`config.mk`:
```
export PLATFORM = sky130hd
export DESIGN_NAME = tar_stream_router
export DESIGN_NICKNAME = d
export VERILOG_FILES = /design/src/rtl/core/tsr_pkg.sv /design/src/rtl/core/tsr_hdr.sv /design/src/rtl/core/tsr_ctrl.sv /design/src/rtl/core/tar_stream_router.sv
export VERILOG_INCLUDE_DIRS = /design/src /design/src/rtl/core
export SDC_FILE = /design/constraint.sdc
export NUM_CORES = 1
export LEC_CHECK = 0
export BUFFER_PORTS_ARGS = -buffer_cell sky130_fd_sc_hd__buf_2
export CAP_MARGIN = 20
export CORE_AREA = 2 2 126 128
export DETAILED_ROUTE_END_ITERATION = 10
export DIE_AREA = 0 0 128 130
export HOLD_SLACK_MARGIN = 0.1
export PLACE_DENSITY = 0.74
export SKIP_LAST_GASP = 1
export SLEW_MARGIN = 20
export SYNTH_ARGS = -nofsm -noshare
export SYNTH_HDL_FRONTEND = slang
export SYNTH_SLANG_ARGS = --single-unit
export TNS_END_PERCENT = 5
```
`constraint.sdc`:
```
create_clock -name clk -period 6.3 [get_ports clk]
set_input_delay 0.315 -clock clk [delete_from_list [all_inputs] [get_ports clk]]
set_output_delay 0.315 -clock clk [all_outputs]
set_load 0.005 [all_outputs]
```
`src/rtl/core/tar_stream_router_macros.svh`:
```
// ----------------------------------------------------------------------------
// tar_stream_router_macros.svh
// Assertion helpers shared by the archive router RTL.
// ----------------------------------------------------------------------------
`ifndef TAR_STREAM_ROUTER_MACROS_SVH
`define TAR_STREAM_ROUTER_MACROS_SVH

// Same-cycle implication, quiet while rst is high.
`define TSR_ASSERT_NOW(lbl, clk, rst, ante, cons, msg) \
  lbl: assert property (@(posedge clk) disable iff (rst) (ante) |-> (cons)) \
    else $error(msg);

// Next-cycle implication, quiet while rst is high.
`define TSR_ASSERT_NEXT(lbl, clk, rst, ante, cons, msg) \
  lbl: assert property (@(posedge clk) disable iff (rst) (ante) |=> (cons)) \
    else $error(msg);

`endif

```
`src/rtl/core/tsr_pkg.sv`:
```
// ----------------------------------------------------------------------------
// tsr_pkg
// Types, codes and header layout constants for the archive router.
// ----------------------------------------------------------------------------
package tsr_pkg;

  localparam int OFF_W  = 9;   // offset inside a 512-byte block
  localparam int SIZE_W = 36;  // parsed file size
  localparam int SIZE_DIGITS = 12;

  localparam logic [OFF_W-1:0] LAST_OFF = 9'd511;
  localparam logic [OFF_W-1:0] DIR_LEN  = 9'd5;
  localparam logic [OFF_W-1:0] FW_LEN   = 9'd16;
  localparam logic [OFF_W-1:0] SIZE_AT  = 9'd124;
  localparam logic [OFF_W-1:0] SIZE_END = SIZE_AT + OFF_W'(SIZE_DIGITS);
  localparam logic [OFF_W-1:0] TYPE_AT  = 9'd156;
  localparam logic [OFF_W-1:0] MAGIC_AT = 9'd257;
  localparam logic [OFF_W-1:0] MAGIC_END = 9'd262;

  localparam logic [7:0] CH_ZERO  = 8'h30;  // '0'
  localparam logic [7:0] CH_SEVEN = 8'h37;  // '7'

  localparam logic [7:0] MAGIC_TEXT [5] = '{8'h75, 8'h73, 8'h74, 8'h61, 8'h72};
  localparam logic [7:0] DIR_A [5] = '{8'h68, 8'h74, 8'h6D, 8'h6C, 8'h2F};
  localparam logic [7:0] DIR_B [5] = '{8'h66, 8'h70, 8'h67, 8'h61, 8'h2F};
  localparam logic [7:0] FW_PATH [16] = '{
    8'h62, 8'h75, 8'h69, 8'h6C, 8'h64, 8'h2F, 8'h74, 8'h72,
    8'h73, 8'h2D, 8'h69, 8'h6F, 8'h2E, 8'h62, 8'h69, 8'h6E
  };

  // name flag bits
  localparam int NF_DIR_A = 0;
  localparam int NF_DIR_B = 1;
  localparam int NF_FW    = 2;
  localparam int NF_NAME  = 3;

  typedef enum logic [1:0] {
    KIND_START   = 2'd0,
    KIND_BYTE    = 2'd1,
    KIND_END     = 2'd2,
    KIND_CORRUPT = 2'd3
  } kind_t;

  typedef enum logic [1:0] {
    DEST_NONE = 2'd0,
    DEST_DIR  = 2'd1,
    DEST_FW   = 2'd2
  } dest_t;

  typedef enum logic [3:0] {
    PH_HEADER = 4'b0001,
    PH_DATA   = 4'b0010,
    PH_PAD    = 4'b0100,
    PH_HALT   = 4'b1000
  } phase_t;

  // Header fields gathered so far, from the parser to the sequencer.
  typedef struct packed {
    logic [SIZE_W-1:0] size;
    logic [3:0]        name_flags;
    logic              magic_ok;
    logic              regular;
  } hdr_stat_t;

  typedef struct packed {
    kind_t             kind;
    dest_t             dest;
    logic [7:0]        payload;
    logic [SIZE_W-1:0] length;
    logic              last;
  } result_t;

endpackage

```
`src/rtl/core/tsr_hdr.sv`:
```
// ----------------------------------------------------------------------------
// tsr_hdr
// Header field parser: name matches, octal size, type flag, magic.
// ----------------------------------------------------------------------------
module tsr_hdr (
  input  logic                     clk,
  input  logic                     rst,
  input  logic                     hdr_en,
  input  logic [tsr_pkg::OFF_W-1:0] off,
  input  logic [7:0]               data_byte,
  output tsr_pkg::hdr_stat_t       stat
);
  import tsr_pkg::*;

  logic [SIZE_W-1:0] size_acc, size_acc_next;
  logic              oct_ok, oct_ok_next;
  logic [3:0]        name_flags, name_flags_next;
  logic              magic_ok, magic_ok_next;
  logic              regular, regular_next;
  logic [OFF_W-1:0]  magic_idx;

  assign magic_idx = off - MAGIC_AT;

  always_comb begin
    size_acc_next   = size_acc;
    oct_ok_next     = oct_ok;
    name_flags_next = name_flags;
    magic_ok_next   = magic_ok;
    regular_next    = regular;
    if (hdr_en) begin
      if (off == '0) begin
        size_acc_next   = '0;
        oct_ok_next     = 1'b1;
        name_flags_next = 4'hF;
        magic_ok_next   = 1'b1;
        regular_next    = 1'b0;
        if (data_byte == 8'h00) name_flags_next[NF_NAME] = 1'b0;
      end
      if (off < DIR_LEN) begin
        if (data_byte != DIR_A[off[2:0]]) name_flags_next[NF_DIR_A] = 1'b0;
        if (data_byte != DIR_B[off[2:0]]) name_flags_next[NF_DIR_B] = 1'b0;
      end
      if (off < FW_LEN) begin
        if (data_byte != FW_PATH[off[3:0]]) name_flags_next[NF_FW] = 1'b0;
      end else if (off == FW_LEN) begin
        // path must be NUL terminated right after its last char
        if (data_byte != 8'h00) name_flags_next[NF_FW] = 1'b0;
      end
      if (off >= SIZE_AT && off < SIZE_END) begin
        if (oct_ok_next && data_byte >= CH_ZERO && data_byte <= CH_SEVEN) begin
          size_acc_next = {size_acc_next[SIZE_W-4:0], data_byte[2:0]};
        end else begin
          oct_ok_next = 1'b0;
        end
      end
      if (off == TYPE_AT) begin
        regular_next = (data_byte == CH_ZERO) || (data_byte == 8'h00);
      end
      if (off >= MAGIC_AT && off < MAGIC_END) begin
        if (data_byte != MAGIC_TEXT[magic_idx[2:0]]) magic_ok_next = 1'b0;
      end
    end
  end

  always_ff @(posedge clk) begin
    if (rst) begin
      size_acc   <= '0;
      oct_ok     <= 1'b1;
      name_flags <= 4'hF;
      magic_ok   <= 1'b1;
      regular    <= 1'b0;
    end else begin
      size_acc   <= size_acc_next;
      oct_ok     <= oct_ok_next;
      name_flags <= name_flags_next;
      magic_ok   <= magic_ok_next;
      regular    <= regular_next;
    end
  end

  assign stat.size       = size_acc;
  assign stat.name_flags = name_flags;
  assign stat.magic_ok   = magic_ok;
  assign stat.regular    = regular;

endmodule

```
`src/rtl/core/tsr_ctrl.sv`:
```
// ----------------------------------------------------------------------------
// tsr_ctrl
// Block sequencer: phase, block offset, payload count and result forming.
// ----------------------------------------------------------------------------
module tsr_ctrl (
  input  logic                      clk,
  input  logic                      rst,
  input  logic                      step,
  input  logic [7:0]                data_byte,
  input  tsr_pkg::hdr_stat_t        stat,
  output logic                      hdr_en,
  output logic [tsr_pkg::OFF_W-1:0] off,
  output logic                      res_valid,
  output tsr_pkg::result_t          res
);
  import tsr_pkg::*;

  phase_t            phase, phase_next;
  logic [OFF_W-1:0]  block_offset, block_offset_next;
  logic [SIZE_W-1:0] remaining, remaining_next, remaining_dec;
  dest_t             cur_dest, cur_dest_next;
  dest_t             hdr_dest;
  logic [OFF_W-1:0]  off_inc;

  assign off     = block_offset;
  assign off_inc = block_offset + OFF_W'(1);
  assign hdr_en  = step && (phase == PH_HEADER);
  assign remaining_dec = (remaining != '0) ? remaining - SIZE_W'(1) : remaining;

  always_comb begin
    hdr_dest = DEST_NONE;
    if (stat.regular) begin
      if (stat.name_flags[NF_DIR_A] || stat.name_flags[NF_DIR_B]) hdr_dest = DEST_DIR;
      else if (stat.name_flags[NF_FW]) hdr_dest = DEST_FW;
    end
  end

  always_comb begin
    phase_next        = phase;
    block_offset_next = block_offset;
    remaining_next    = remaining;
    cur_dest_next     = cur_dest;
    res_valid         = 1'b0;
    res.kind          = KIND_START;
    res.dest          = DEST_NONE;
    res.payload       = '0;
    res.length        = '0;
    res.last          = 1'b0;
    if (step) begin
      case (phase)
        PH_HEADER: begin
          block_offset_next = off_inc;
          if (block_offset == LAST_OFF) begin
            if (!stat.name_flags[NF_NAME]) begin
              res_valid  = 1'b1;
              res.kind   = KIND_END;
              phase_next = PH_HALT;
            end else if (!stat.magic_ok) begin
              res_valid  = 1'b1;
              res.kind   = KIND_CORRUPT;
              phase_next = PH_HALT;
            end else begin
              cur_dest_next  = hdr_dest;
              remaining_next = stat.size;
              if (hdr_dest != DEST_NONE) begin
                res_valid  = 1'b1;
                res.kind   = KIND_START;
                res.dest   = hdr_dest;
                res.length = stat.size;
              end
              phase_next = (stat.size != '0) ? PH_DATA : PH_HEADER;
            end
          end
        end
        PH_DATA: begin
          block_offset_next = off_inc;
          if (cur_dest != DEST_NONE) begin
            res_valid   = 1'b1;
            res.kind    = KIND_BYTE;
            res.dest    = cur_dest;
            res.payload = data_byte;
            res.last    = (remaining == SIZE_W'(1));
          end
          remaining_next = remaining_dec;
          if (remaining_dec == '0) begin
            phase_next = (off_inc == '0) ? PH_HEADER : PH_PAD;
          end
        end
        PH_PAD: begin
          block_offset_next = off_inc;
          if (off_inc == '0) phase_next = PH_HEADER;
        end
        PH_HALT: begin
          phase_next = PH_HALT;
        end
        default: begin
          phase_next = PH_HEADER;
        end
      endcase
    end
  end

  always_ff @(posedge clk) begin
    if (rst) begin
      phase        <= PH_HEADER;
      block_offset <= '0;
      remaining    <= '0;
      cur_dest     <= DEST_NONE;
    end else begin
      phase        <= phase_next;
      block_offset <= block_offset_next;
      remaining    <= remaining_next;
      cur_dest     <= cur_dest_next;
    end
  end

endmodule

```
`src/rtl/core/tar_stream_router.sv`:
```
// ----------------------------------------------------------------------------
// tar_stream_router
// Byte-serial ustar archive walker that routes selected file payloads.
// ----------------------------------------------------------------------------
//
//   channel | handshake           | payload
//   --------+---------------------+---------------------------------------------
//   in      | in_valid / in_ready | data_byte
//   out     | out_valid/out_ready | kind, destination, payload_byte,
//           |                     | file_length, last_of_file
//
// One archive word per clock sustained while the output is not stalled; a word
// waits in the input register until parsed, and its result (if any) is held in
// the output register. The rate is set by the single parse pass between them.
// rst (synchronous) returns the walker to the start of a header block.
// A stalled output holds the pipe; the input register still fills, and words
// that yield no result drain whenever the output slot is free.
// After an end-of-archive or corrupt result every word is swallowed.
//
`include "tar_stream_router_macros.svh"

module tar_stream_router (
  input  logic        clk,
  input  logic        rst,
  input  logic        in_valid,
  output logic        in_ready,
  input  logic [7:0]  data_byte,
  output logic        out_valid,
  input  logic        out_ready,
  output logic [1:0]  kind,
  output logic [1:0]  destination,
  output logic [7:0]  payload_byte,
  output logic [35:0] file_length,
  output logic        last_of_file
);
  import tsr_pkg::*;

  // input register
  logic       in_full;
  logic [7:0] in_word;

  // output register
  result_t    out_res;

  logic              out_free;   // output slot empty or being drained
  logic              step;       // parse the buffered word this cycle
  logic              hdr_en;
  logic [OFF_W-1:0]  off;
  hdr_stat_t         stat;
  logic              res_valid;
  result_t           res;

  assign out_free = !out_valid || out_ready;
  assign step     = in_full && out_free;
  assign in_ready = !in_full || out_free;

  always_ff @(posedge clk) begin
    if (rst) begin
      in_full <= 1'b0;
    end else if (in_ready) begin
      in_full <= in_valid;
    end
  end

  always_ff @(posedge clk) begin
    if (in_ready && in_valid) begin
      in_word <= data_byte;
    end
  end

  // header field parser
  tsr_hdr u_hdr (
    .clk       (clk),
    .rst       (rst),
    .hdr_en    (hdr_en),
    .off       (off),
    .data_byte (in_word),
    .stat      (stat)
  );

  // phase / offset / payload count sequencer
  tsr_ctrl u_ctrl (
    .clk       (clk),
    .rst       (rst),
    .step      (step),
    .data_byte (in_word),
    .stat      (stat),
    .hdr_en    (hdr_en),
    .off       (off),
    .res_valid (res_valid),
    .res       (res)
  );

  always_ff @(posedge clk) begin
    if (rst) begin
      out_valid <= 1'b0;
    end else if (out_free) begin
      out_valid <= step && res_valid;
    end
  end

  always_ff @(posedge clk) begin
    if (out_free && step && res_valid) begin
      out_res <= res;
    end
  end

  assign kind         = out_res.kind;
  assign destination  = out_res.dest;
  assign payload_byte = out_res.payload;
  assign file_length  = out_res.length;
  assign last_of_file = out_res.last;

  // A payload word always belongs to a routed file.
  `TSR_ASSERT_NOW(a_byte_routed, clk, rst,
    out_valid && (kind == KIND_BYTE), destination != DEST_NONE,
    "payload word without destination")

  // Terminal results carry no destination and no length.
  `TSR_ASSERT_NOW(a_term_clean, clk, rst,
    out_valid && ((kind == KIND_END) || (kind == KIND_CORRUPT)),
    (destination == DEST_NONE) && (file_length == '0) && !last_of_file,
    "terminal result with stray fields")

  // Nothing follows a terminal result.
  `TSR_ASSERT_NEXT(a_halt_quiet, clk, rst,
    out_valid && out_ready && ((kind == KIND_END) || (kind == KIND_CORRUPT)),
    !out_valid,
    "result after end of archive")

endmodule
```
# Yosys cells after proc, flatten, opt, wreduce, memory -nomap -nowiden
# Memories as Yosys holds them, arrays and structs flattened.
# Cells that the tools add are included.
# W data, S select, Z words.
dict set report op_classes {
  n_addsub 3
  order_cmp 11
  n_eq_ne 18
  mux 60
  n_bitwise 3
  n_reduce_logical 36
}
# op n
set ops {}
lappend ops {{$mux W36} 7}
lappend ops {{$pmux W36 S2} 1}
lappend ops {{$reduce_bool A36 Y1} 2}
lappend ops {{$mux W8} 8}
lappend ops {{$eq A36 B1 Y1 const B} 1}
lappend ops {{$logic_not A36 Y1} 1}
lappend ops {{$sub A36 B1 Y36 const B} 1}
lappend ops {{$ne A8 B8 Y1} 4}
lappend ops {{$mux W4} 6}
lappend ops {{$mux W1} 22}
lappend ops {{$mux W2} 10}
lappend ops {{$logic_not A9 Y1} 2}
lappend ops {{$pmux W4 S4} 1}
lappend ops {{$mux W11} 1}
lappend ops {{$logic_and A1 B1 Y1} 10}
lappend ops {{$reduce_and A5 Y1} 2}
lappend ops {{$add A9 B1 Y9 const B} 1}
lappend ops {{$eq A9 B5 Y1 const B} 1}
lappend ops {{$eq A9 B8 Y1 const B} 1}
lappend ops {{$eq A9 B9 Y1 const B} 1}
lappend ops {{$ge A9 B7 Y1 const B} 1}
lappend ops {{$ge A9 B9 Y1 const B} 1}
lappend ops {{$lt A9 B3 Y1 const B} 1}
lappend ops {{$lt A9 B5 Y1 const B} 1}
lappend ops {{other kinds (29)} 44}
dict set report totals {
  ff_bits 153
  mem_bits_ro 320
  in_bits 12
  out_inout_bits 51
  elab_cells 153
  mem_count 4
}
# memory words word_bits rd rd_clocked_by_memory_dff wr line
set memory_table {}
lappend memory_table {{(name not given)} 16 8 1 0 0 tsr_hdr.sv:44} ;# if (data_byte != FW_PATH[off[3:0]]) name_flags_next[NF_FW] = 1'b0;
lappend memory_table {{(name not given)} 8 8 1 0 0 tsr_hdr.sv:40} ;# if (data_byte != DIR_A[off[2:0]]) name_flags_next[NF_DIR_A] = 1'b0;
lappend memory_table {{(name not given)} 8 8 1 0 0 tsr_hdr.sv:41} ;# if (data_byte != DIR_B[off[2:0]]) name_flags_next[NF_DIR_B] = 1'b0;
lappend memory_table {{(name not given)} 8 8 1 0 0 tsr_hdr.sv:60} ;# if (data_byte != MAGIC_TEXT[magic_idx[2:0]]) magic_ok_next = 1'b0;

# Logic depth before layout (Yosys ltp)
# Gate-level depths: netlist of the first run.
dict set report logic_depth {
  word_depth 11
  mapped_depth 12
  ltp_nobuf 11
}

# By module
# A second synthesis of the first run with hierarchy kept.
dict set report unflattened {
  cells_unflattened 976
  hier_area_um2 8348.0
}
# mod n_inst cells_per_inst area_each_um2 seq_area_each_um2
set by_module_without_submodules {}
lappend by_module_without_submodules {tsr_ctrl 1 593 4055.1 1021.0}
lappend by_module_without_submodules {tsr_hdr 1 315 2478.6 860.8}
lappend by_module_without_submodules {tar_stream_router 1 68 1814.2 1751.7}

# Worst setup path after synthesis of the first run
# OpenSTA, ideal clock, no wires.
dict set report synth_timing {
  path_kind {register -> register}
  start {register u_ctrl.phase[1]}
  end {register out_res (netlist bit destination[0]), enable pin}
  setup_ps 473
  t_arrival_ps 4038
  t_required_ps 5827
  path_slack_ps 1789
  path_stages_with_launch 5
  n_path_buf 1
  period_less_slack_ps 4511
  path_cell_list {dfxtp_1 clkbuf_1 nor4b_1 o21ai_0 a21oi_1}
}
dict set report synth_between {
  elab_chain_len 4
  elab_cells_between_ends 5
  classes_between {eq/ne: 2; mux: 2; reduce/logical: 1}
}
# element line
set synth_rtl {}
lappend synth_rtl {{from (decl)} tsr_ctrl.sv:18} ;# phase_t phase, phase_next;
lappend synth_rtl {{from (signal assigned)} tsr_ctrl.sv:110} ;# phase <= phase_next;
lappend synth_rtl {{$eq A4 B2 Y1 or $eq A4 B1 Y1 (tied branches)} tsr_ctrl.sv:50} ;# case (phase)
lappend synth_rtl {{$pmux W1 S2 *} tsr_ctrl.sv:50}
lappend synth_rtl {{$mux W1 *} tsr_ctrl.sv:49} ;# if (step) begin
lappend synth_rtl {{$logic_and A1 B1 Y1 *} tar_stream_router.sv:103} ;# if (out_free && step && res_valid) begin
lappend synth_rtl {{to (signal assigned)} tar_stream_router.sv:104} ;# out_res <= res;
lappend synth_rtl {{to (decl)} tar_stream_router.sv:43} ;# result_t out_res;
# Mark *: on every way between the ends. The rest lies on a longest branch, timed or not.
# A chain may end at the register's enable or synchronous reset.

# Worst setup path after layout of the first run
dict set report layout_timing {
  start {register u_ctrl.block_offset[2], in the netlist u_ctrl.off[2]}
  end {register u_ctrl.phase[1]}
}
dict set report layout_between {
  elab_chain_len 4
  elab_cells_between_ends 6
  classes_between {add/sub: 1; eq/ne: 3; reduce/logical: 2}
}
# element line
set layout_rtl {}
lappend layout_rtl {{from (decl)} tsr_ctrl.sv:19} ;# logic [OFF_W-1:0] block_offset, block_offset_next;
lappend layout_rtl {{from (signal assigned)} tsr_ctrl.sv:111} ;# block_offset <= block_offset_next;
lappend layout_rtl {{$add A9 B1 Y9} tsr_ctrl.sv:26} ;# assign off_inc = block_offset + OFF_W'(1);
lappend layout_rtl {{via u_ctrl.off_inc[8]} tsr_ctrl.sv:23} ;# logic [OFF_W-1:0] off_inc;
lappend layout_rtl {{$logic_not A9 Y1} tsr_ctrl.sv:91} ;# if (off_inc == '0) phase_next = PH_HEADER;
lappend layout_rtl {{$ne A2 B1 Y1 (no source line)} n/a}
lappend layout_rtl {{$reduce_and A4 Y1 (no source line)} n/a}
# The timed path passes the listed nets, and every way through them passes these cells.

==> results.sh, run 1 <==
export IMPL_final_setup_viol_count=0
export IMPL_cts_buffer_depth=2
export IMPL_hold_violations=0
export IMPL_die_area_um2=16600
export IMPL_place_ws_ns=2.51
export IMPL_start_util_pct=53.3
export IMPL_synth_fp_nets=984
export IMPL_path_class="register to register"
export IMPL_cap_violations=0
export IMPL_track_usage_pct=26.1
export IMPL_die_w_um=128
export IMPL_grt_pass1_vias=6396
export IMPL_min_path_cells=3
export IMPL_crit_fanout=28
export IMPL_numCtsBuffers=17
export IMPL_final_max_slew_violation_count=0
export IMPL_ios=63
export IMPL_final_common_cell="nor2_1"
export IMPL_post_drt_wl_per_cell_um=18.3
export IMPL_r2r_setup_slack_ns=2.46
export IMPL_nNetsFinal=999
export IMPL_relSlewSlack_pct=32.1
export IMPL_layout_setup_ws_ns=2.46
export IMPL_fillCellCount=1321
export IMPL_finClkSkew_ns=0.0106
export IMPL_wl_mm=21.6
export IMPL_reg2reg_from="u_ctrl.off[2]"
export IMPL_worst_ep_required_time_ns=6.62
export IMPL_syn_area_um2=8210
export IMPL_cts_tree="yes"
export IMPL_gp_congestion=1.01
export IMPL_arrival_ns=4.16
export IMPL_antennaDiodeCount=0
export IMPL_ys_seq_area_share_pct=44.2
export IMPL_antenna_found_initial=0
export IMPL_worstSetupStartpointType="register"
export IMPL_cts_setup_buffers=0
export IMPL_final_cell_mix="nor2_1, dfxtp_1, nand2_1"
export IMPL_synth_main_ff_cell="dfxtp_1"
export IMPL_dr_pass1_iters=6
export IMPL_setup_tns_ns=0
export IMPL_grt_pass1_wl_mm=34.3
export IMPL_rsz0062_at_grt="no"
export IMPL_hpwl_mm=14.8
export IMPL_layout_drive_gt1_share_pct=13.3
export IMPL_rows=46
export IMPL_cts_root_buf="clkbuf_16"
export IMPL_whs_endpoint="in_full"
export IMPL_synth_avg_cell_area_um2=8.57
export IMPL_vias=7471
export IMPL_fp_coreArea_um2=15400
export IMPL_hold_class="input pin to register"
export IMPL_end_kind="register"
export IMPL_yosys_register_bits=153
export IMPL_async_flop_share_pct=0
export IMPL_yosys_warnings=0
export IMPL_status="finished, final reports clean"
export IMPL_p_per_area_nw_per_um2=234
export IMPL_synth_edf_count=57
export IMPL_grt_max_degree=53
export IMPL_die_h_um=130
export IMPL_irDropWorstVdd_v=0.000193
export IMPL_period_share_pct=61.0
export IMPL_clk_latency_ns=0.43
export IMPL_cts_max_level=4
export IMPL_worst_slew_pin_transition_ns=1.02
export IMPL_fmax_mhz=260
export IMPL_vias_per_cell=6.34
export IMPL_fin_crit_ns=3.84
export IMPL_grt_ovfl_total=0
export IMPL_holdCritStartpoint="in_valid"
export IMPL_numClockSinks=153
export IMPL_ctsResizeCount=0
export IMPL_drc=0
export IMPL_drtAntennaViolNets=0
export IMPL_worst_r2r_endpoint="u_ctrl.phase[1]"
export IMPL_syn_to_final_growth_pct=12.4
export IMPL_synth_distinct_cells=69
export IMPL_syn_inst=959
export IMPL_leakagePower_nw=3.30
export IMPL_rr_worst_depth=11
export IMPL_io_buffers=62
export IMPL_clk_pin_slew_ns=0.07
export IMPL_drt_initial_drc_count=956
-- metrics by stage --
step           hold WS (ns)  total power [mW]  util, %  area, um^2  instances
2_1_floorplan         0.414              1.12        -        8210        959
3_3_place_gp          0.482              1.14     55.5        8560       1139
3_5_place_dp          0.493              1.14     55.5        8560       1139
4_1_cts               0.117              2.17     59.9        9240       1179
5_1_grt               0.146              2.22     59.9        9240       1179
6_report              0.123              2.16     59.9        9240       1179
-- sequential cells by signal (all words and copies together) (netlist names), 4 cells and up --
name and cells:
file_length 36, u_ctrl.remaining 36, u_hdr.size_acc 36, u_ctrl.off 9
in_word 8, payload_byte 8, u_ctrl.phase 4, u_hdr.name_flags 4
-- cells in the mapped netlist, types with 11 or more instances --
| cell type | count | area share [%] |
|---|---|---|
| a211oi_1 | 12 | 1.1 |
| a21oi_1 | 53 | 3.2 |
| a22oi_1 | 49 | 4.5 |
| a31oi_1 | 12 | 0.91 |
| and2_1 | 11 | 0.84 |
| and3_1 | 40 | 3.0 |
| clkbuf_1 | 74 | 3.4 |
| dfxtp_1 | 96 | 23 |
| edfxtp_1 | 57 | 21 |
| ha_1 | 13 | 2.0 |
| inv_1 | 14 | 0.64 |
| nand2_1 | 71 | 3.2 |
| nand2b_1 | 12 | 0.91 |
| nand3_1 | 27 | 1.6 |
| nor2_1 | 130 | 5.9 |
| nor3_1 | 36 | 2.2 |
| nor4_1 | 22 | 1.7 |
| o21ai_0 | 48 | 2.9 |
| o31ai_1 | 11 | 1.0 |
| or3_1 | 16 | 1.2 |
| xnor2_1 | 15 | 1.6 |
| xor2_1 | 12 | 1.3 |
-- layout make-up --
type / instances / area (um^2) / area share, %
multi-input combinational: 706 / 4230 / 45.8
sequential: 153 / 3630 / 39.3
timing repair buffer: 82 / 480 / 5.20
clock buffer: 17 / 425 / 4.61
tap: 192 / 240 / 2.60
clock inverter: 15 / 175 / 1.90
inverter: 14 / 52.6 / 0.569
-- power by group --
part | switching, mW | internal [mW]
combinational | 0.0506 | 0.0327
clock | 0.470 | 0.568
sequential | 0.0148 | 1.03
-- metal layers --
metal / part of all wire, % / GRT usage, %
met2: 43 / 37.4
met5: 0 / 0
met4: 2.1 / 9.63
met1: 46 / 38.6
met3: 9.4 / 5.74
-- critical path: stages (launching register included) --
cell and delay [ns]:
dfxtp_1 0.88, and3_1 0.33, nand3_1 0.11, nor2_1 0.15, ha_1 0.25, nand2b_1 0.16, a2111oi_2 0.43, o221ai_1 0.26
or3_1 0.41, nor4_1 0.38, a31oi_1 0.21, mux2i_1 0.16
-- worst max path at each step --
stage | from | endpoint | slack, ns | cells past startpoint
6_report | u_ctrl.off[2] | u_ctrl.phase[1] | 2.46 | 11
4_1_cts | u_ctrl.off[2] | u_ctrl.phase[1] | 2.50 | 11
3_3_place_gp | u_ctrl.off[2] | u_ctrl.phase[1] | 2.66 | 11
5_1_grt | u_ctrl.off[2] | u_ctrl.phase[1] | 2.12 | 11
2_1_floorplan | u_ctrl.phase[1] | destination[0] | 1.79 | 4
3_5_place_dp | u_ctrl.off[2] | u_ctrl.phase[1] | 2.51 | 11
-- timing repair --
| action | 4_1_cts | 5_1_grt |
|---|---|---|
| endpoints found under the setup margin | 0 | 0 |
| hold buffers | 8 | 0 |
| endpoints found under the hold margin | 8 | 0 |
-- kinds of logic (layout without fill, tap and decap cells) --
family | Yosys count | after routing | synth area share [%]
compound gates | 236 | 236 | 18.8
mux | 10 | 10 | 1.23
xor+xnor | 27 | 27 | 2.88
flops | 153 | 153 | 44.2
simple gates | 420 | 420 | 26.1
buf+inv | 100 | 128 | 4.83
fa+ha+maj | 13 | 13 | 1.98
Power figures use the tool's default switching activity.
==> run 2: changes to the inputs <==
- ABC_AREA: not set -> 1
- CORE_AREA: 2 2 126 128 -> 2 2 130 132
- DIE_AREA: 0 0 128 130 -> 0 0 132 134
- clock period: 6.3 -> 3.96 ns (I/O delays scaled with it)
==> run 2 against run 1 <==
Largest power group unchanged; routed wire length up 8.2%; hold slack better by 0.011 ns; utilization up 1.3 points; synthesized cell count up 27%; design area up 7.9%; critical endpoint is now file_length[19]; via count up 12%.
==> results.sh, run 2 <==
export IMPL_fin_crit_ns=2.93
export IMPL_cts_tree="yes"
export IMPL_synth_largest_area_cell="dfxtp_1"
export IMPL_layout_drive_gt1_share_pct=11.7
export IMPL_worstSetupStartpointType="register"
export IMPL_crit_fanout=40
export IMPL_swShare_pct=27.0
export IMPL_worst_slew_pin_transition_ns=0.921
export IMPL_drc=0
export IMPL_grt_use_met2_pct=45.0
export IMPL_grt_ovfl_total=0
export IMPL_synth_main_ff_cell="dfxtp_1"
export IMPL_vias=8336
export IMPL_power_internal_mw=2.81
export IMPL_final_common_cell="nand2_1"
export IMPL_track_usage_pct=26.8
export IMPL_finClkSkew_ns=0.00838
export IMPL_synth_fp_nets=1246
export IMPL_clk_pin_slew_ns=0.06
export IMPL_grt_pass1_wl_mm=38.0
export IMPL_syn_inst=1221
export IMPL_fmax_mhz=341
export IMPL_numCtsBuffers=17
export IMPL_worst_ep_required_time_ns=4.08
export IMPL_period_share_pct=74.1
export IMPL_total_power_mw=3.85
export IMPL_r2r_setup_slack_ns=1.03
export IMPL_final_setup_viol_count=0
export IMPL_hpwl_mm=16.3
export IMPL_rows=47
export IMPL_synth_edf_count=57
export IMPL_cap_violations=0
export IMPL_post_drt_wl_per_cell_um=15.6
export IMPL_reg2reg_from="u_ctrl.off[2]"
export IMPL_grt_pass1_vias=7753
export IMPL_numClockSinks=153
export IMPL_arrival_ns=3.05
export IMPL_path_class="register to register"
export IMPL_slowest_delay_ns=0.66
export IMPL_drtAntennaViolNets=0
export IMPL_yosys_warnings=0
export IMPL_ys_seq_area_share_pct=41.1
export IMPL_rr_worst_depth=10
export IMPL_async_flop_share_pct=0
export IMPL_die_h_um=134
export IMPL_yosys_register_bits=153
export IMPL_leakagePower_nw=4.55
export IMPL_fp_coreArea_um2=16300
export IMPL_syn_area_um2=8840
export IMPL_yosysMostFrequentCell="nand2_1"
export IMPL_clkPwrFrac_pct=42.7
export IMPL_synth_distinct_cells=47
export IMPL_hold_violations=0
export IMPL_path_cells="nand2_1 -> nor2_1 -> nand3_1 -> nor3_1 -> ha_1 -> inv_1 -> nor2_1 -> a21oi_1 -> nor2_4 -> buf_12"
export IMPL_ios=63
export IMPL_min_path_cells=3
export IMPL_final_max_slew_violation_count=0
export IMPL_io_buffers=62
export IMPL_fillCellCount=1515
export IMPL_hold_class="input pin to register"
export IMPL_gp_congestion=0.949
export IMPL_drt_initial_drc_count=597
export IMPL_worst_r2r_endpoint="file_length[19]"
export IMPL_final_cell_mix="nand2_1, nor2_1, inv_1"
export IMPL_met1_usage_pct=33.8
export IMPL_irDropWorstVdd_v=0.000325
export IMPL_yosys_top_cells_count="nand2_1, nor2_1, inv_1"
export IMPL_ctsResizeCount=0
export IMPL_synthTopCellsByArea="dfxtp_1, edfxtp_1, nand2_1, nor2_1, inv_1"
export IMPL_use_met3_pct=5.40
export IMPL_end_kind="register"
export IMPL_cts_max_level=4
export IMPL_synth_top_area_share_pct=21.7
export IMPL_die_area_um2=17700
export IMPL_p_per_area_nw_per_um2=387
export IMPL_clk_latency_ns=0.43
export IMPL_cts_buffer_depth=2
export IMPL_relSlewSlack_pct=38.5
export IMPL_wl_mm=23.3
export IMPL_setup_tns_ns=0
export IMPL_start_util_pct=54.3
export IMPL_dr_pass1_iters=5
export IMPL_seq_power_share_pct=44.5
export IMPL_cts_root_buf="clkbuf_16"
export IMPL_top_usage_layer="met2"
export IMPL_path_common_cell="nor2_1"
export IMPL_holdCritStartpoint="in_valid"
export IMPL_status="finished, final reports clean"
export IMPL_switching_power_mw=1.04
export IMPL_grt_max_degree=62
export IMPL_antennaDiodeCount=0
export IMPL_syn_to_final_growth_pct=12.7
export IMPL_nNetsFinal=1291
export IMPL_vias_per_cell=5.56
export IMPL_critPathSlowestCell="dfxtp_1"
export IMPL_combPwrFrac_pct=12.8
export IMPL_antenna_found_initial=0
export IMPL_synth_avg_cell_area_um2=7.24
export IMPL_whs_endpoint="in_full"
export IMPL_rsz0062_at_grt="no"
export IMPL_die_w_um=132
run 2: cell types whose count changed in the layout (fill, tap and decap cells not counted), moves of 12 or more:
cell	before	now
a21oi_1	51	68
inv_1	14	156
nor3_1	34	7
xor2_1	12	27
nor2_2	1	13
nand2_1	71	241
or3_1	16	1
a22oi_1	49	2
o211ai_1	1	34
nor2_1	129	190
nand2b_1	12	0
a221oi_1	4	28
and3_1	40	0
nand3_1	27	94
run 2: cell type report:
type | instances | area, um^2 | share of cell area, %
Multi-Input combinational cell | 847 | 4360 | 43.7
Sequential cell | 153 | 3630 | 36.5
Inverter | 166 | 623 | 6.25
Timing Repair Buffer | 81 | 488 | 4.90
Clock buffer | 19 | 433 | 4.34
Tap cell | 220 | 275 | 2.76
Clock inverter | 13 | 153 | 1.53
run 2: worst max-delay path by stage:
stage,to,start,cells past startpoint
after CTS,file_length[18],u_ctrl.off[2],10
after global routing,file_length[17],u_ctrl.off[2],10
final,file_length[19],u_ctrl.off[2],10
after global placement,file_length[19],u_ctrl.off[2],10
after floorplan,destination[0],u_ctrl.off[4],10
after detailed placement,file_length[20],u_ctrl.off[2],10
run 2: worst max-delay path, delay by kind of cell, from the launching register on:
family | cells | cell delay [ns]
AO/OA/AOI/OAI | 1 | 0.12
adder cells (fa/ha/maj) | 1 | 0.24
flip-flops | 1 | 0.66
AND/OR/NAND/NOR | 6 | 1.22
buffers and inverters | 2 | 0.35
run 2: what timing repair did:
item	in CTS	in global routing
endpoints found under the hold margin	10	0
buffers inserted	0	0
hold buffers	9	0
run 2: cell families after synthesis:
group | Yosys count | synth area share, %
AO/OA/AOI/OAI | 201 | 14.4
buffers and inverters | 221 | 9.93
flip-flops | 153 | 41.1
AND/OR/NAND/NOR | 602 | 29.7
adder cells (fa/ha/maj) | 13 | 1.84
XOR/XNOR | 31 | 3.07
run 2: per-layer routing:
layer / vias up / wire, um / share of wire [%]
met5: - / 0 / 0
met3: 48 / 1210 / 5.2
met1: 3877 / 9980 / 43
met4: 0 / 779 / 3.3
li1: 4148 / - / -
met2: 263 / 11400 / 49
run 2: power by group through the flow:
stage	combinational, mW	clock, mW	sequential (mW)
2_1_floorplan	0.388	0	1.72
3_3_place_gp	0.468	0	1.75
3_5_place_dp	0.475	0	1.75
4_1_cts	0.485	1.66	1.71
5_1_grt	0.550	1.74	1.72
6_report	0.492	1.64	1.72
run 2: stage by stage:
step / hold slack (ns) / utilization, % / area, um^2 / setup slack, ns / std cells
detailed placement: 0.377 / 57.0 / 9290 / 1.06 / 1458
CTS: 0.142 / 61.1 / 9960 / 1.03 / 1499
global route: 0.171 / 61.2 / 9960 / 0.749 / 1499
finish: 0.134 / 61.2 / 9960 / 1.03 / 1499
global placement: 0.374 / 57.0 / 9290 / 1.17 / 1458
floorplan: 0.297 / - / 8850 / 0.746 / 1221
==> run 3: changes to the inputs <==
- clock period: 3.96 -> 2.71 ns (I/O delays scaled with it)
==> run 3 against run 2 <==
Count of clock-buffer cells in the layout is 1 lower; utilization increased by 0.61 points; largest power group unchanged; via count increased by 0.47%; final cell count grew 1.0%; first-iteration DRC count rose by 23%; hold slack improved by 0.15 ns; routed wire length up 2.5%; setup slack lost 0.79 ns; critical path type unchanged; critical endpoint is now u_ctrl.phase[1].
==> results.sh, run 3 (synthesis results as in run 2) <==
export IMPL_clk_pin_slew_ns=0.07
export IMPL_numClockSinks=153
export IMPL_ios=63
export IMPL_fin_util_pct=61.8
export IMPL_drt_initial_drc_count=733
export IMPL_fillCellCount=1490
export IMPL_critical_path_startpoint="u_ctrl.remaining[0]"
export IMPL_numCtsBuffers=17
export IMPL_clk_latency_ns=0.43
export IMPL_drc=0
export IMPL_die_area_um2=17700
export IMPL_gp_congestion=0.960
export IMPL_status="finished, final reports clean"
export IMPL_r2r_setup_slack_ns=0.24
export IMPL_leakagePower_nw=4.61
export IMPL_worst_r2r_endpoint="u_ctrl.phase[1]"
export IMPL_critPathSlowestCell="dfxtp_1"
export IMPL_hold_class="input pin to register"
export IMPL_cts_buffer_depth=2
export IMPL_cts_setup_buffers=0
export IMPL_wl_mm=23.9
export IMPL_relSlewSlack_pct=55.4
export IMPL_finClkSkew_ns=0.00932
export IMPL_track_usage_pct=27.4
export IMPL_path_common_cell="nand2_1"
export IMPL_io_buffers=62
export IMPL_layout_drive_gt1_share_pct=12.6
export IMPL_grt_pass1_wl_mm=38.8
export IMPL_worstSetupStartpointType="register"
export IMPL_antennaDiodeCount=0
export IMPL_hpwl_mm=16.5
export IMPL_cts_root_buf="clkbuf_16"
export IMPL_grt_pass1_vias=7805
export IMPL_hold_violations=0
export IMPL_arrival_ns=2.80
export IMPL_cts_max_level=4
export IMPL_p_per_area_nw_per_um2=548
export IMPL_antenna_found_initial=0
export IMPL_design_area_um2=10100
export IMPL_fp_coreArea_um2=16300
export IMPL_grt_ovfl_total=0
export IMPL_vias=8375
export IMPL_dr_pass1_iters=5
export IMPL_slowest_delay_ns=0.35
export IMPL_min_path_cells=3
export IMPL_worst_slew_pin_transition_ns=0.663
export IMPL_fmax_mhz=405
export IMPL_die_h_um=134
export IMPL_irDropWorstVdd_v=0.000514
export IMPL_end_kind="register"
export IMPL_rows=47
export IMPL_place_area_um2=9400
export IMPL_cts_tree="yes"
export IMPL_final_setup_viol_count=0
export IMPL_final_cell_mix="nand2_1, nor2_1, inv_1"
export IMPL_drtAntennaViolNets=0
export IMPL_crit_fanout=56
export IMPL_cap_violations=0
export IMPL_post_drt_wl_per_cell_um=15.8
export IMPL_rsz0062_at_grt="yes"
export IMPL_total_power_mw=5.51
export IMPL_syn_to_final_growth_pct=13.8
export IMPL_rr_worst_depth=17
export IMPL_path_cells="inv_1 -> ha_1 -> nand2_1 -> nor2_4 -> nand2_4 -> nor2_4 -> nand2_8 -> nand2_1 -> nand2_1 -> nor2_1 -> nand2_1 -> nor2_2 -> nand3_2 -> nand2_4 -> nand3_1 -> nand2_1 -> nor2_1"
export IMPL_worst_ep_required_time_ns=3.04
export IMPL_holdCritStartpoint="rst"
export IMPL_final_max_slew_violation_count=0
export IMPL_nNetsFinal=1306
export IMPL_fin_crit_ns=2.47
export IMPL_die_w_um=132
export IMPL_path_class="register to register"
export IMPL_start_util_pct=54.3
export IMPL_reg2reg_from="u_ctrl.remaining[0]"
export IMPL_grt_max_degree=62
export IMPL_final_common_cell="nand2_1"
export IMPL_period_share_pct=91.1
export IMPL_vias_per_cell=5.53
export IMPL_whs_endpoint="u_hdr.size_acc[33]"
## run 3: area by class of cell
type	count	area (um^2)	share of cell area, %
multi-input combinational	847	4360	43.4
tap	220	275	2.73
sequential	153	3630	36.1
inverter	166	623	6.19
clock buffer	18	429	4.26
timing repair buffer	96	616	6.12
clock inverter	14	124	1.23
## run 3: worst max-delay path by stage
stage | to | slack (ns)
floorplan | destination[0] | 0.03
global placement | u_ctrl.phase[1] | 0.23
detailed placement | u_ctrl.phase[3] | 0.21
CTS | u_ctrl.phase[1] | 0.20
global route | u_ctrl.remaining[7] | -0.1
finish | u_ctrl.phase[1] | 0.24
## run 3: critical path, delay by kind of cell (launching register included)
| kind | cells | cell delay (ns) |
|---|---|---|
| adder cells (fa/ha/maj) | 1 | 0.17 |
| buffers and inverters | 1 | 0.17 |
| flip-flops | 1 | 0.35 |
| AND/OR/NAND/NOR | 15 | 1.68 |
## run 3: layer usage
metal	part of all wire, %	global-route usage [%]	vias up
met3	5.0	4.50	35
met4	1.9	8.88	0
li1	-	-	4176
met2	50	47.3	257
met5	0	0	-
met1	43	35.1	3907
## run 3: power by group
part / leakage, nW / internal (mW) / switching, mW / total (mW)
logic: 2.95 / 0.254 / 0.494 / 0.748
clock network: 0.254 / 1.26 / 1.01 / 2.27
registers: 1.40 / 2.43 / 0.0694 / 2.49
## run 3: through the flow
stage               setup TNS [ns]  hold slack (ns)  worst slack, ns  instances
CTS                              0            0.267            0.196       1514
global placement                 0            0.312            0.232       1472
finish                           0            0.287            0.240       1514
global route                -0.254            0.298          -0.0957       1514
floorplan                        0            0.234           0.0320       1221
detailed placement               0            0.314            0.215       1472
## run 3: timing repair
item	CTS	global route
hold buffers	10	0
endpoints found under the hold margin	10	0
setup endpoints to repair	0	11
gates resized for setup	0	1
